==> src/osg_pkg.sv <==
package osg_pkg;

  localparam int unsigned MAX_LAYERS_DEFAULT = 4;
  localparam int unsigned COORD_W            = 32;
  localparam int unsigned LAYER_W            = 3;
  localparam int unsigned SLOT_W             = 3;
  localparam int unsigned CHILDREN           = 8;
  localparam int unsigned CFG_INDEX_W        = 3;
  localparam int unsigned CFG_DATA_W         = 32;

  // Configuration register map
  typedef enum logic [CFG_INDEX_W-1:0] {
    REG_LAYER_COUNT,
    REG_ROOT_MIN_X,
    REG_ROOT_MAX_X,
    REG_ROOT_MIN_Y,
    REG_ROOT_MAX_Y,
    REG_ROOT_MIN_Z,
    REG_ROOT_MAX_Z
  } osg_reg_t;

  typedef logic signed [COORD_W-1:0] osg_coord_t;

  // One axis of a box: max in the upper half, min in the lower half
  typedef struct packed {
    osg_coord_t hi;
    osg_coord_t lo;
  } osg_span_t;

  typedef struct packed {
    osg_span_t x;
    osg_span_t y;
    osg_span_t z;
  } osg_box_t;

  // Per-transaction decision from the traversal sequencer
  typedef struct packed {
    logic              emit;
    logic              is_root;
    logic              has_children;
    logic              last_node;
    logic [SLOT_W-1:0] slot;
  } osg_step_t;

  // Node count of a complete octree with the given levels below the root
  function automatic int unsigned tree_nodes(input int unsigned levels);
    int unsigned total;
    int unsigned width;
    total = 0;
    width = 1;
    for (int unsigned d = 0; d <= levels; d++) begin
      total = total + width;
      width = width * CHILDREN;
    end
    return total;
  endfunction

  // floor((a + b) / 2) taken at one extra bit
  function automatic osg_coord_t midpoint(input osg_coord_t a, input osg_coord_t b);
    logic signed [COORD_W:0] sum;
    sum = {a[COORD_W-1], a} + {b[COORD_W-1], b};
    return sum[COORD_W:1];
  endfunction

  // Pick the low or high half of a span
  function automatic osg_span_t split(input osg_span_t s, input logic upper);
    osg_span_t  r;
    osg_coord_t m;
    m = midpoint(s.lo, s.hi);
    if (upper) begin
      r.lo = m;
      r.hi = s.hi;
    end else begin
      r.lo = s.lo;
      r.hi = m;
    end
    return r;
  endfunction

endpackage

==> src/osg_sequencer.sv <==
module osg_sequencer #(
  parameter int unsigned MAX_LAYERS = osg_pkg::MAX_LAYERS_DEFAULT,
  parameter int unsigned NODE_W     = 3 * MAX_LAYERS + 1,
  parameter int unsigned PARENT_W   = 3 * MAX_LAYERS - 2
) (
  input  logic                         clk,
  input  logic                         rst,
  input  logic                         accept,
  input  logic                         restart,
  input  logic [osg_pkg::LAYER_W-1:0]  layer_count,
  output osg_pkg::osg_step_t           step,
  output logic [NODE_W-1:0]            node,
  output logic [PARENT_W-1:0]          parent
);
  import osg_pkg::*;

  logic [NODE_W-1:0]   next_node;
  logic [PARENT_W-1:0] current_parent;
  logic [SLOT_W-1:0]   child_slot;
  logic                finished;

  logic [NODE_W-1:0]   total_tab    [0:(1 << LAYER_W) - 1];
  logic [NODE_W-1:0]   internal_tab [0:(1 << LAYER_W) - 1];

  logic [NODE_W-1:0]   total;
  logic [NODE_W-1:0]   internal;
  logic [NODE_W-1:0]   node_inc;
  logic [SLOT_W-1:0]   eff_slot;
  logic                eff_finished;

  // Tree size per layer setting, oversized settings clamp to the maximum depth
  for (genvar g = 0; g < (1 << LAYER_W); g++) begin : g_tab
    localparam int unsigned LV = (g > MAX_LAYERS) ? MAX_LAYERS : g;
    assign total_tab[g]    = NODE_W'(tree_nodes(LV));
    // interior nodes: everything except the deepest level
    assign internal_tab[g] = NODE_W'(tree_nodes(LV) - (1 << (3 * LV)));
  end

  assign total    = total_tab[layer_count];
  assign internal = internal_tab[layer_count];

  // Apply restart before deciding on this transaction
  always_comb begin
    node         = restart ? '0 : next_node;
    parent       = restart ? '0 : current_parent;
    eff_slot     = restart ? '0 : child_slot;
    eff_finished = restart ? 1'b0 : finished;
    node_inc     = node + NODE_W'(1);

    step.emit         = !eff_finished && (node < total);
    step.is_root      = (node == '0);
    step.has_children = (node < internal);
    step.last_node    = (node_inc == total);
    step.slot         = eff_slot;
  end

  // Advance the breadth-first position
  always_ff @(posedge clk) begin
    if (rst) begin
      next_node      <= '0;
      current_parent <= '0;
      child_slot     <= '0;
      finished       <= 1'b0;
    end else if (accept) begin
      if (step.emit) begin
        next_node <= node_inc;
        finished  <= step.last_node;
        if (step.is_root) begin
          current_parent <= '0;
          child_slot     <= '0;
        end else if (eff_slot == SLOT_W'(CHILDREN - 1)) begin
          current_parent <= parent + PARENT_W'(1);
          child_slot     <= '0;
        end else begin
          child_slot <= eff_slot + SLOT_W'(1);
        end
      end else begin
        finished <= 1'b1;
      end
    end
  end

  a_advance: assert property (@(posedge clk) disable iff (rst)
    (accept && step.emit) |=> (next_node == $past(node) + NODE_W'(1)))
    else $error("node position did not advance by one");

  a_parent: assert property (@(posedge clk) disable iff (rst)
    (step.emit && !step.is_root) |->
      (NODE_W'(parent) == ((node - NODE_W'(1)) >> 3)))
    else $error("parent index out of step with node index");

  a_finish: assert property (@(posedge clk) disable iff (rst)
    (accept && step.emit && step.last_node) |=> finished)
    else $error("tree not marked finished after last node");

endmodule

==> config.mk <==
export PLATFORM = sky130hd
export DESIGN_NAME = osg_sequencer
export DESIGN_NICKNAME = d
export VERILOG_FILES = /design/src/osg_pkg.sv /design/src/osg_sequencer.sv
export SDC_FILE = /design/constraint.sdc
export NUM_CORES = 1
export LEC_CHECK = 0
export BUFFER_PORTS_ARGS = -buffer_cell sky130_fd_sc_hd__buf_4
export CAP_MARGIN = 20
export CELL_PAD_IN_SITES_DETAIL_PLACEMENT = 0
export CELL_PAD_IN_SITES_GLOBAL_PLACEMENT = 1
export CORE_MARGIN = 2
export CORE_UTILIZATION = 41
export CTS_CLUSTER_DIAMETER = 30
export CTS_CLUSTER_SIZE = 28
export DETAILED_ROUTE_END_ITERATION = 10
export PLACE_DENSITY_LB_ADDON = 0.25
export SLEW_MARGIN = 20
export SYNTH_ARGS = -nofsm -noshare
export SYNTH_HDL_FRONTEND = slang
export SYNTH_SLANG_ARGS = --single-unit
==> constraint.sdc <==
create_clock -name clk -period 4.7 [get_ports clk]
set_clock_uncertainty 0.15 [all_clocks]
set_input_delay 1.175 -clock clk [delete_from_list [all_inputs] [get_ports clk]]
set_output_delay 1.175 -clock clk [all_outputs]
set_load 0.02 [all_outputs]
Yosys cells after proc, flatten, opt, wreduce, memory -nomap -nowiden
Memory sizes are Yosys's and may differ from the RTL's.
Cells that the tools add are included.
Storage, ports and cells
  input bits: 7
  bits in read-only memories: 208
  output and inout port bits: 30
  logic and storage cells: 34
  memories: 2
  flip-flop bits (word level): 27
Operators by class
  reduce and logical (&&, ||, !) cells: 6
  muxes and demuxes: 13
  magnitude comparators: 3
  equality and inequality tests: 2
  add/subtract/negate cells: 3
  bitwise operators: 1
Memories
  (name not given): depth 8, bits a word 13, read ports 1, clocked after Yosys merged registers in 0, wr ports 0, line osg_sequencer.sv:40  | assign internal = internal_tab[layer_count];
  (name not given): depth 8, bits a word 13, read ports 1, clocked after Yosys merged registers in 0, wr ports 0, line osg_sequencer.sv:39  | assign total = total_tab[layer_count];
Operators by type and width (count)
  $mux 13: 5
  $mux 10: 3
  $lt 13x13->1: 2
  $add 13x1->13 const B: 1
  $eq 13x13->1: 1
  $logic_not 13->1: 1
  $add 10x1->10 const B: 1
  $mux 3: 3
  $ge 4x4->1 const B: 1
  $not 3->4: 1
  $add 3x1->3 const B: 1
  $eq 3x3->1 const B: 1
  $reduce_and 3->1: 1
  $mux 1: 2
  $reduce_and 2->1: 1
  $reduce_bool 2->1: 1
  $logic_and 1x1->1: 1
  $logic_not 1->1: 1

Logic depth before layout (Yosys ltp)
  depth after elaboration: 7
  mapped depth: 13
  mapped depth without buffers: 8

Least setup slack after synthesis
OpenSTA, ideal clock, no wires.
  kind: input-to-output
  start point: input port restart
  end point: output port step[4] (netlist name)
  buffers on the path: 4
  cell stages on the path: 8
  data arrival time: 3587 ps
  data required time: 3375 ps
  slack: -212 ps
  path through: clkbuf_1 > clkbuf_1 > clkbuf_1 > clkbuf_1 > nor2b_1 > ha_1 > a211o_1 > a211oi_1
RTL lines
  start, declared: line osg_sequencer.sv:9  | input logic restart,
  end, declared: line osg_sequencer.sv:11  | output osg_pkg::osg_step_t step,

==> flow_metrics.tcl <==
set metrics [dict create \
    synth_top_area_cell "dfxtp_1" \
    drt_iter0_drc 138 \
    relSlewSlack 0.6186 \
    grt_pass1_wl_um 9563 \
    final.period_utilization 0.9521 \
    numClockSinks 27 \
    clock_path_buffers 2 \
    finalSetupViolCount 0 \
    synth_nets 305 \
    die_area_sq_mm 0.005970 \
    run_status "finished, final reports clean" \
    coreArea_sq_mm 0.005140 \
    seqCellArea_sq_um 540.5 \
    power_density_mw_per_mm2 179.8 \
    cts_tree "built" \
    power.leakage_nw 1.015 \
    postSynth.asyncResetShare 0 \
    dp_hpwl_um 4330 \
    fin_tns_setup_ns 0 \
    max-cap-violations 0 \
    hold_path_class "reg -> reg" \
    syn_area_sq_mm 0.002201 \
    fillers 558 \
    grt_max_degree 26 \
    ios 37 \
    grt_overflow 0 \
    worstSetupEndpointType "output port" \
    synth_top_area_frac 0.2456 \
    final.min_clock_period_ns 4.475 \
    crit_arrival_ns 3.15 \
    synth_area_leaders "dfxtp_1, ha_1, nor2b_1, a21oi_1, nor2_1" \
    vias 2075 \
    report.final.slew_viol_count 0 \
    startpoint_type "primary input" \
    drt_first_pass_iters 4 \
    htreeDepth 1 \
    synth.avg_cell_area_sq_um 7.722 \
    die_h_um 77.27 \
    multi_input_area_sq_mm 0.001514 \
    clk_latency_ns 0.28 \
    post_cts_buffers 0 \
    crit_top_cell "buf_4" \
    worstPathMaxFanout 9 \
    crit_type "in -> out" \
    required_ns 3.38 \
    start_util 0.4282 \
    placedCellCount 378 \
    cp_slowest_cell "or3_1" \
    grt_pass1_vias 1909 \
    hold_viol 0 \
    area_growth_pct 16.09 \
    synthCells 285 \
    wl_per_cell_um 15.50 \
    drive_gt1_frac 0.2083 \
    numCtsBuffers 3 \
    path_clk_slew_ns 0.11 \
    drc_errors 0 \
    row_count 26 \
    synth_ff_type "dfxtp_1" \
    antenna_found_initial 0 \
    post_cts_resized 0 \
    gr-usage-all-layers 0.1964 \
    synth_seq_cells 27 \
    synth_edf_count 0 \
    r2r_slack_ns 1.38 \
    cpPeakStageDelay_ns 0.43 \
    nNetsFinal 333 \
    n_antenna_cell 0 \
    ir_drop_mv 0.1164 \
    hold_buffers 0 \
    place.gp.congestion 0.8533 \
    antenna_left 0 \
    worst_pin_slew_ns 0.5705 \
    fp.dieW_um 77.27 \
    vias_per_cell 5.432 \
    synth_cell_types 60 \
    yosys_warnings 0 \
    cp_num_buf_inv 2 \
    fmax_ghz 0.2235 \
    rsz0062_at_grt "false" \
    root_buffer "clkbuf_8" \
    crit_path_cell_trace "buf_4, nor2b_2, ha_1, nand3_1, or3_1, a21oi_1, xor2_1, and4_1, buf_4" \
    portBuffers 36 \
    finalWirelength_um 5921 \
    final_cell_count_no_fill 382 \
    critical-path-top-delay-family "simple AND/OR/NAND/NOR gates" \
    synth_seq_area_share 0.2456 \
]
[synth_stat cells, types with 3 or more instances]
| cell | count |
|---|---|
| xor2_1 | 6 |
| inv_1 | 9 |
| ha_1 | 13 |
| xnor2_1 | 5 |
| nand4_1 | 3 |
| a211oi_1 | 3 |
| or3_1 | 10 |
| nand3b_1 | 5 |
| o211ai_1 | 3 |
| nand2_1 | 25 |
| nand4b_1 | 5 |
| nor2_1 | 27 |
| o21ba_2 | 4 |
| or4_1 | 3 |
| nor2b_1 | 25 |
| nor3_1 | 6 |
| o21ai_0 | 10 |
| a21oi_1 | 24 |
| buf_2 | 3 |
| clkbuf_1 | 13 |
| dfxtp_1 | 27 |
| mux2i_1 | 4 |
| nand3_1 | 5 |
[tightest hold or removal path: stages (launching register included)]
cell,delay (ns)
dfxtp_1,0.32
nand2_1,0.05
a21oi_1,0.05
[cells in the final DEF, fill, tap and decap left out, drive strengths merged, types with 2 or more instances in the layout]
cell     count
and2         2
nand3b       5
o221a        2
nor3b        2
and3         2
ha          13
a2111oi      2
nand2       26
nand3        5
a21oi       25
o21a         2
or3         10
nand4        3
o21ai       12
and4         2
nand4b       5
clkbuf       3
nor2b       26
mux2         2
nand2b       2
o21ba        4
inv          9
nor4         2
dfxtp       27
buf         44
nor2        27
o211ai       4
xor2         6
nor3         6
xnor2        5
a211oi       3
mux2i        4
or4          3
[per-stage QoR]
stage                     utilization  power (mW)  worst slack [ns]  hold WS [ns]  area [sq um]
after global placement         0.4876      0.3191            0.3294        0.2869          2506
after global routing           0.4971      0.4776           0.03304        0.3343          2555
after CTS                      0.4971      0.4608            0.2540        0.3064          2555
after detailed placement       0.4876      0.3189            0.2766        0.2902          2506
final                          0.4971      0.4593            0.2250        0.3061          2555
after floorplan                     -      0.2951           0.05695        0.2773          2211
[power breakdown]
group / leakage, nW / switching, mW / internal [mW]
combinational: 0.775 / 0.0494 / 0.0286
sequential: 0.218 / 0.00341 / 0.232
clock: 0.0217 / 0.0856 / 0.0604
total: 1.02 / 0.138 / 0.321
[path summary, 6_finish.rpt]
path	from	to	cells after the start
min	child_slot[1]$_SDFFE_PP0P_	child_slot[1]$_SDFFE_PP0P_	2
min reg2reg	child_slot[1]$_SDFFE_PP0P_	child_slot[1]$_SDFFE_PP0P_	2
max	restart	step[3]	9
max reg2reg	next_node[3]$_SDFFE_PP0P_	current_parent[9]$_SDFFE_PP0P_	8
[logic make-up after synthesis]
family	share of synthesized area
compound gates	0.2098
fa+ha+maj	0.07391
mux	0.02843
xor+xnor	0.04377
simple gates	0.3286
flops	0.2456
buf+inv	0.06992
[metal layers]
layer,part of all wire,global-route usage,wire length [um]
met1,0.48,0.2757,2814
met2,0.47,0.3183,2778
met3,0.041,0.02000,241
met4,0.015,0.05536,87
met5,0,0,0
[cell type report]
| cell class | count | area share |
|---|---|---|
| clock inverter | 1 | 0.002938 |
| tap | 70 | 0.03428 |
| multi-input combinational | 228 | 0.5926 |
| timing repair buffer | 44 | 0.1293 |
| sequential | 27 | 0.2116 |
| clock buffer | 3 | 0.01616 |
| inverter | 9 | 0.01322 |
[flip-flops by register name (all words and copies together) (netlist names)]
register	count
current_parent	10
finished	1
next_node	13
child_slot	3
No activity file was read; power rests on OpenSTA's default activity.
