--- config.mk ---
export PLATFORM = sky130hd
export DESIGN_NAME = osg_emit_stage
export DESIGN_NICKNAME = d
export VERILOG_FILES = /design/src/osg_pkg.sv /design/src/osg_emit_stage.sv
export SDC_FILE = /design/constraint.sdc
export NUM_CORES = 1
export LEC_CHECK = 0
export BUFFER_PORTS_ARGS = -buffer_cell sky130_fd_sc_hd__buf_2
export CAP_MARGIN = 0
export CORE_AREA = 4 4 326 328
export DETAILED_ROUTE_END_ITERATION = 7
export DIE_AREA = 0 0 330 332
export GPL_TIMING_DRIVEN = 0
export MAX_ROUTING_LAYER = met4
export PLACE_DENSITY = 0.39
export SLEW_MARGIN = 20
export SYNTH_ARGS = -nofsm -noshare
export SYNTH_HDL_FRONTEND = slang
export SYNTH_SLANG_ARGS = --single-unit
export TNS_END_PERCENT = 1
--- constraint.sdc ---
create_clock -name clk -period 31.5 [get_ports clk]
set_input_delay 3.15 -clock clk [delete_from_list [all_inputs] [get_ports clk]]
set_output_delay 3.15 -clock clk [all_outputs]
set_load 0.01 [all_outputs]
--- src/osg_pkg.sv ---
package osg_pkg;

  localparam int unsigned MAX_LAYERS_DEFAULT = 4;
  localparam int unsigned COORD_W            = 32;
  localparam int unsigned LAYER_W            = 3;
  localparam int unsigned SLOT_W             = 3;
  localparam int unsigned CHILDREN           = 8;
  localparam int unsigned CFG_INDEX_W        = 3;
  localparam int unsigned CFG_DATA_W         = 32;

  // Configuration register map
  typedef enum logic [CFG_INDEX_W-1:0] {
    REG_LAYER_COUNT,
    REG_ROOT_MIN_X,
    REG_ROOT_MAX_X,
    REG_ROOT_MIN_Y,
    REG_ROOT_MAX_Y,
    REG_ROOT_MIN_Z,
    REG_ROOT_MAX_Z
  } osg_reg_t;

  typedef logic signed [COORD_W-1:0] osg_coord_t;

  // One axis of a box: max in the upper half, min in the lower half
  typedef struct packed {
    osg_coord_t hi;
    osg_coord_t lo;
  } osg_span_t;

  typedef struct packed {
    osg_span_t x;
    osg_span_t y;
    osg_span_t z;
  } osg_box_t;

  // Per-transaction decision from the traversal sequencer
  typedef struct packed {
    logic              emit;
    logic              is_root;
    logic              has_children;
    logic              last_node;
    logic [SLOT_W-1:0] slot;
  } osg_step_t;

  // Node count of a complete octree with the given levels below the root
  function automatic int unsigned tree_nodes(input int unsigned levels);
    int unsigned total;
    int unsigned width;
    total = 0;
    width = 1;
    for (int unsigned d = 0; d <= levels; d++) begin
      total = total + width;
      width = width * CHILDREN;
    end
    return total;
  endfunction

  // floor((a + b) / 2) taken at one extra bit
  function automatic osg_coord_t midpoint(input osg_coord_t a, input osg_coord_t b);
    logic signed [COORD_W:0] sum;
    sum = {a[COORD_W-1], a} + {b[COORD_W-1], b};
    return sum[COORD_W:1];
  endfunction

  // Pick the low or high half of a span
  function automatic osg_span_t split(input osg_span_t s, input logic upper);
    osg_span_t  r;
    osg_coord_t m;
    m = midpoint(s.lo, s.hi);
    if (upper) begin
      r.lo = m;
      r.hi = s.hi;
    end else begin
      r.lo = s.lo;
      r.hi = m;
    end
    return r;
  endfunction

endpackage

--- src/osg_emit_stage.sv ---
module osg_emit_stage #(
  parameter int unsigned NODE_W   = 13,
  parameter int unsigned PARENT_W = 10
) (
  input  logic                        clk,
  input  logic                        rst,
  input  logic                        load,
  input  osg_pkg::osg_step_t          step,
  input  logic [NODE_W-1:0]           node,
  input  logic [PARENT_W-1:0]         parent,
  input  osg_pkg::osg_box_t           root_box,
  input  osg_pkg::osg_box_t           parent_box,
  output logic                        busy,
  output logic                        wr_en,
  output logic [NODE_W-1:0]           wr_node,
  output osg_pkg::osg_box_t           wr_box,
  output logic                        out_valid,
  input  logic                        out_stall,
  output logic [NODE_W-1:0]           node_index,
  output logic signed [PARENT_W:0]    parent_index,
  output osg_pkg::osg_coord_t         box_min_x,
  output osg_pkg::osg_coord_t         box_max_x,
  output osg_pkg::osg_coord_t         box_min_y,
  output osg_pkg::osg_coord_t         box_max_y,
  output osg_pkg::osg_coord_t         box_min_z,
  output osg_pkg::osg_coord_t         box_max_z,
  output logic                        has_children,
  output logic                        last_node
);
  import osg_pkg::*;

  logic                s1_valid;
  osg_step_t           s1_step;
  logic [NODE_W-1:0]   s1_node;
  logic [PARENT_W-1:0] s1_parent;

  logic      out_free;
  logic      s1_move;
  osg_box_t  src_box;
  osg_box_t  box;

  assign out_free = !out_valid || !out_stall;
  assign s1_move  = s1_valid && out_free;
  assign busy     = s1_valid && !out_free;

  // Children of the root take the root snapshot, others the stored parent box
  always_comb begin
    src_box = (s1_parent == '0) ? root_box : parent_box;
    if (s1_step.is_root) begin
      box = root_box;
    end else begin
      box.z = split(src_box.z, s1_step.slot[2]);
      box.y = split(src_box.y, s1_step.slot[2] ^ s1_step.slot[1]);
      box.x = split(src_box.x, s1_step.slot[1] ^ s1_step.slot[0]);
    end
  end

  assign wr_en   = s1_move;
  assign wr_node = s1_node;
  assign wr_box  = box;

  // Hold the decoded transaction while the parent box is read
  always_ff @(posedge clk) begin
    if (rst) begin
      s1_valid <= 1'b0;
    end else if (load) begin
      s1_valid <= 1'b1;
    end else if (s1_move) begin
      s1_valid <= 1'b0;
    end
  end

  always_ff @(posedge clk) begin
    if (load) begin
      s1_step   <= step;
      s1_node   <= node;
      s1_parent <= parent;
    end
  end

  // Output register, advance only when the receiver is free
  always_ff @(posedge clk) begin
    if (rst) begin
      out_valid <= 1'b0;
    end else if (out_free) begin
      out_valid <= s1_valid;
    end
  end

  always_ff @(posedge clk) begin
    if (s1_move) begin
      node_index   <= s1_node;
      parent_index <= s1_step.is_root ? '1 : $signed({1'b0, s1_parent});
      box_min_x    <= box.x.lo;
      box_max_x    <= box.x.hi;
      box_min_y    <= box.y.lo;
      box_max_y    <= box.y.hi;
      box_min_z    <= box.z.lo;
      box_max_z    <= box.z.hi;
      has_children <= s1_step.has_children;
      last_node    <= s1_step.last_node;
    end
  end

endmodule

## After elaboration in Yosys (flattened, before gate mapping)

Cells that the tools add are included.

| cells by class | value |
|---|---|
| order comparisons | 0 |
| divide/modulo/power cells | 0 |
| reduce and logical (&&, ||, !) cells | 8 |
| equal/unequal tests | 0 |
| multiplexer cells | 8 |
| shift-type cells | 0 |
| bitwise gates (word level) | 2 |
| add/subtract/negate cells | 3 |
| multipliers | 0 |

Operator list:

| cell | count |
|---|---|
| 2-to-1 mux 192 bit | 2 |
| 2-to-1 mux 64 bit | 3 |
| adder 32 x 32 -> 33 bit | 3 |
| 2-to-1 mux 11 bit | 1 |
| zero test 10 bit | 1 |
| zero test 1 bit | 3 |
| logical AND 1 bit | 2 |
| 2-to-1 mux 1 bit | 2 |
| nonzero test 2 bit | 1 |
| XOR 1 bit | 2 |
| logical OR 1 bit | 1 |

| storage, ports and cells | value |
|---|---|
| latch bits | 0 |
| bits in writable memories | 0 |
| input port bits | 418 |
| flip-flop bits (word level) | 249 |
| memories | 0 |
| logic and storage cells | 40 |
| output and inout port bits | 426 |
| bits in read-only memories | 0 |

## Logic depth before layout (Yosys ltp)

| logic depth | value |
|---|---|
| depth in word-level cells | 5 |
| mapped depth | 18 |
| mapped depth without buffers | 15 |

## Worst setup path after synthesis

OpenSTA, ideal clock, no wires.

| timing path | value |
|---|---|
| path type | input to output |
| start point | in out_stall |
| end point | out wr_en |
| stages | 1 |
| setup slack | 9291 ps |
| arrival | 19059 ps |
| required time | 28350 ps |
| buffers on the path | 0 |
| cell sequence | a21boi_0 |

| on the way | value |
|---|---|
| cells in the longest elaborated chain, start to end | 3 |

RTL lines:

| what | line | RTL |
|---|---|---|
| from (decl) | osg_emit_stage.sv:18 | `input logic out_stall,` |
| zero test 1 bit | osg_emit_stage.sv:42 | `assign out_free = !out_valid \|\| !out_stall;` |
| logical OR 1 bit | osg_emit_stage.sv:42 |  |
| logical AND 1 bit | osg_emit_stage.sv:43 | `assign s1_move = s1_valid && out_free;` |
| to (decl) | osg_emit_stage.sv:14 | `output logic wr_en,` |

Every way passes these cells.

==> metrics.md <==
| Metric | Value |
|---|---|
| CP max-delay cell | o21ai_0 |
| Drt first pass iters | 5 |
| R2R cell count | 18 |
| Critical path required time | 28.35 ns |
| Area of the core | 103000 um2 |
| Pwr Density | 47.5 nW/um2 |
| Worst Tran Pin Value | 1.16 ns |
| CTS Sinks | 249 |
| Number of antenna violations at the first check in global routing | 45 |
| DRC viols | 0 |
| Fill count | 11.7k |
| Worst R2R Setup Slack | 24.60 ns |
| Max capacitance violation total | 0 |
| Startpoint Class | flop |
| RSZ-0062 raised after global routing | false |
| Total number of vias | 22.0k |
| Drt via density | 4.71 |
| Die H | 332 um |
| Fraction of layout cells with a size suffix above 1 | 0.303 |
| DIE AREA | 110000 um2 |
| Initial DRC count | 1579 |
| Crit path cell chain | nor2_1 > nand3_1 > clkbuf_1 > clkbuf_2 > nand2_1 > nand2_1 > ha_1 > clkbuf_1 > a21oi_1 > o21ai_0 > or4_1 > o211ai_1 > a21oi_1 > nand4_1 > o21ai_0 > xor2_1 > mux2i_1 > o21ai_0 > buf_2 |
| Most common cell after layout, fill and taps aside | buf_2 |
| Largest net degree at the start of global routing | 31 |
| Clock Path Buffers | 3 |
| Area leader, netlist | edfxtp_1 |
| # Post-CTS Setup Buffers | 0 |
| Max Clock Freq | 94.4 MHz |
| R2R Path Start | s1_parent[2]$_DFFE_PP_ |
| PortBufs | 842 |
| Worst Hold Class | reg2reg |
| Internal power | 779 uW |
| Power share of the sequential group | 0.323 |
| Final hold violation count | 0 |
| Leakage power figure | 12.0 nW |
| Post-synth top area share | 0.393 |
| Hold Path Depth | 0 |
| Final period util | 0.336 |
| Crit. End Element | primary output |
| Ys flop type | edfxtp_1 |
| Status | finished clean |
| Net count reported at finish | 3749 |
| Htree depth | 2 |
| Fin Setup TNS | 0 ns |
| Post-DP HPWL | 110000 um |
| Hold buffer count at cts | 0 |
| ANT nets after route | 0 |
| Syn Nets | 2854 |
| Comb pwr share | 0.368 |
| Top cells by area, synth | edfxtp_1, nand2_1, ha_1, a21oi_1, o21ai_0 |
| Post-synthesis cell type count | 77 |
| GRT Total Usage | 0.240 |
| Crit Path Class | reg2out |
| #FFs+latches synth | 249 |
| Worst Path Max Fanout | 11 |
| Worst-path clk slew | 0.06 ns |
| Hold Path Origin | s1_step[4]$_DFFE_PP_ |
| Post-synth EDFFs | 247 |
| Final Skew | 0.0406 ns |
| Most used cell, CP | o21ai_0 |
| Synthesized area per cell | 8.06 um2 |
| Worst-Skew Late Latency | 0.61 ns |
| Final setup viols | 0 |
| Register area share after synthesis | 0.395 |
| Mapped Cells | 2340 |
| TritonCTS clock tree | done |
| Crit-path max cell delay | 0.80 ns |
| Row Count | 118 |
| Total CTS buffers | 34 |
| Switching Share | 0.380 |
| Worst slew margin | 0.228 |
| # resized after CTS | 0 |
| YS warnings | 0 |
| Overflow after GRT | 0 |
| Hold path endpoint | has_children$_DFFE_PP_ |
| Clock Power Share | 0.308 |
| Vias in the first global route | 21.8k |
| Global-route wire length before repair | 179000 um |
| Commonest non-fill, non-tap cells in the layout | buf_2, nand2_1, edfxtp_1 |
| Starting Density | 0.183 |
| Post-synth ARST share | 0 |
| Die width | 330 um |
| Post-layout util | 0.256 |
| Area Overhead vs Synth | 40.2% |
| Clock root cell | clkbuf_16 |
| Psw | 478 uW |
| Boundary pin count | 844 |
| Fin. max-slew vios | 0 |
| Max IR drop VDD | 0.0365 mV |
| R2R Path End | box_min_y[21]$_DFFE_PP_ |
| WP data arrival | 7.44 ns |
| Final Wtd Congestion | 0.909 |
| Min Tclk post-route | 10.59 ns |
| DR WL/cell | 28.6 um |
| Routed WL | 134000 um |
| Synthesized area | 18900 um2 |
-- critical path: cells and delay by family (launching register included) --
family / cells / cell delay [ns]
simple gates: 6 / 2.29
compound gates: 6 / 1.71
buf+inv: 4 / 1.45
xor+xnor: 1 / 0.49
flops: 1 / 0.44
fa+ha+maj: 1 / 0.29
mux: 1 / 0.15
-- synthesized netlist by cell type, drive strengths merged, types with 4 or more instances --
cell type,instances
o32ai,4
nor3,16
a21oi,184
o211ai,15
a211oi,20
nor2b,5
mux2i,20
a2bb2oi,18
xnor2,59
clkbuf,128
a2111oi,6
buf,16
a221o,5
ha,93
nand2,760
o21a,18
nand2b,10
o22ai,26
xor2,38
inv,38
a21o,60
o31ai,5
nand4,24
nor4,8
nand3,32
a32oi,6
or2,12
and2,7
o21ai,157
nor2,138
a31oi,61
o21bai,17
a31o,4
a22oi,13
and3,14
edfxtp,247
o221a,4
-- registers in the layout (all words and copies together), names as in the netlist, 6 cells and up --
signal / flops
box_max_z: 32
parent_index: 11
s1_step: 6
box_max_y: 32
box_min_y: 32
box_max_x: 32
box_min_z: 32
s1_parent: 10
box_min_x: 32
wr_node: 13
node_index: 13
-- per-layer routing --
layer,vias to the layer above,wire length (um),GRT usage
met2,971,64300,0.400
met3,111,10800,0.0524
met1,10748,55900,0.299
met4,0,2630,0.0516
li1,10204,-,-
met5,-,0,-
-- power groups by stage --
stage          Combinational, mW  Clock [mW]  Sequential (mW)
2_1_floorplan              0.224           0            0.433
3_3_place_gp               0.455           0            0.428
3_5_place_dp               0.461           0            0.413
4_1_cts                    0.463       0.401            0.407
5_1_grt                    0.497       0.414            0.408
6_report                   0.463       0.387            0.406
-- metrics by stage --
stage               std cells  instance area [um2]  worst slack [ns]  total power [mW]  hold WS, ns
floorplan                2340                18900              9.29             0.657        0.400
global placement         4562                24800             -2.60             0.884        0.403
detailed placement       4579                25300             21.21             0.874        0.405
CTS                      4635                26300             20.91              1.27        0.417
global route             4659                26400             20.52              1.32        0.423
finish                   4675                26400             20.91              1.26        0.413
-- logic make-up (layout without fill, tap and decap cells) --
kind of cell,after synthesis,count (layout),share of synthesized area
fa+ha+maj,96,96,0.0649
other cells,0,40,0
mux,23,23,0.0124
simple gates,1037,1037,0.225
flops,249,249,0.395
buf+inv,183,1098,0.0364
xor+xnor,97,97,0.0451
compound gates,655,655,0.221
-- how the worst max path moves through the flow --
stage | slack (ns) | start | to | cells after the start
after floorplan | 9.29 | out_stall | wr_en | 1
after detailed placement | 21.21 | root_box[175] | wr_box[188] | 15
after global routing | 20.52 | s1_parent[2]$_DFFE_PP_ | wr_box[85] | 19
final | 20.91 | s1_parent[2]$_DFFE_PP_ | wr_box[85] | 19
after CTS | 20.91 | s1_parent[2]$_DFFE_PP_ | wr_box[85] | 19
after global placement | -2.60 | out_stall | wr_en | 3
-- layout make-up --
cell class                      count  area, um2  share of cell area
Antenna cell                       40        100             0.00379
Sequential cell                   249       7460               0.282
Tap cell                         1380       1730              0.0653
Buffer                            144        591              0.0223
Inverter                           39        146             0.00554
Multi-Input combinational cell   1908      10800               0.407
Clock inverter                     16        198             0.00748
Clock buffer                       40        873              0.0330
Timing Repair Buffer              859       4600               0.174
Power figures use the tool's default switching activity.
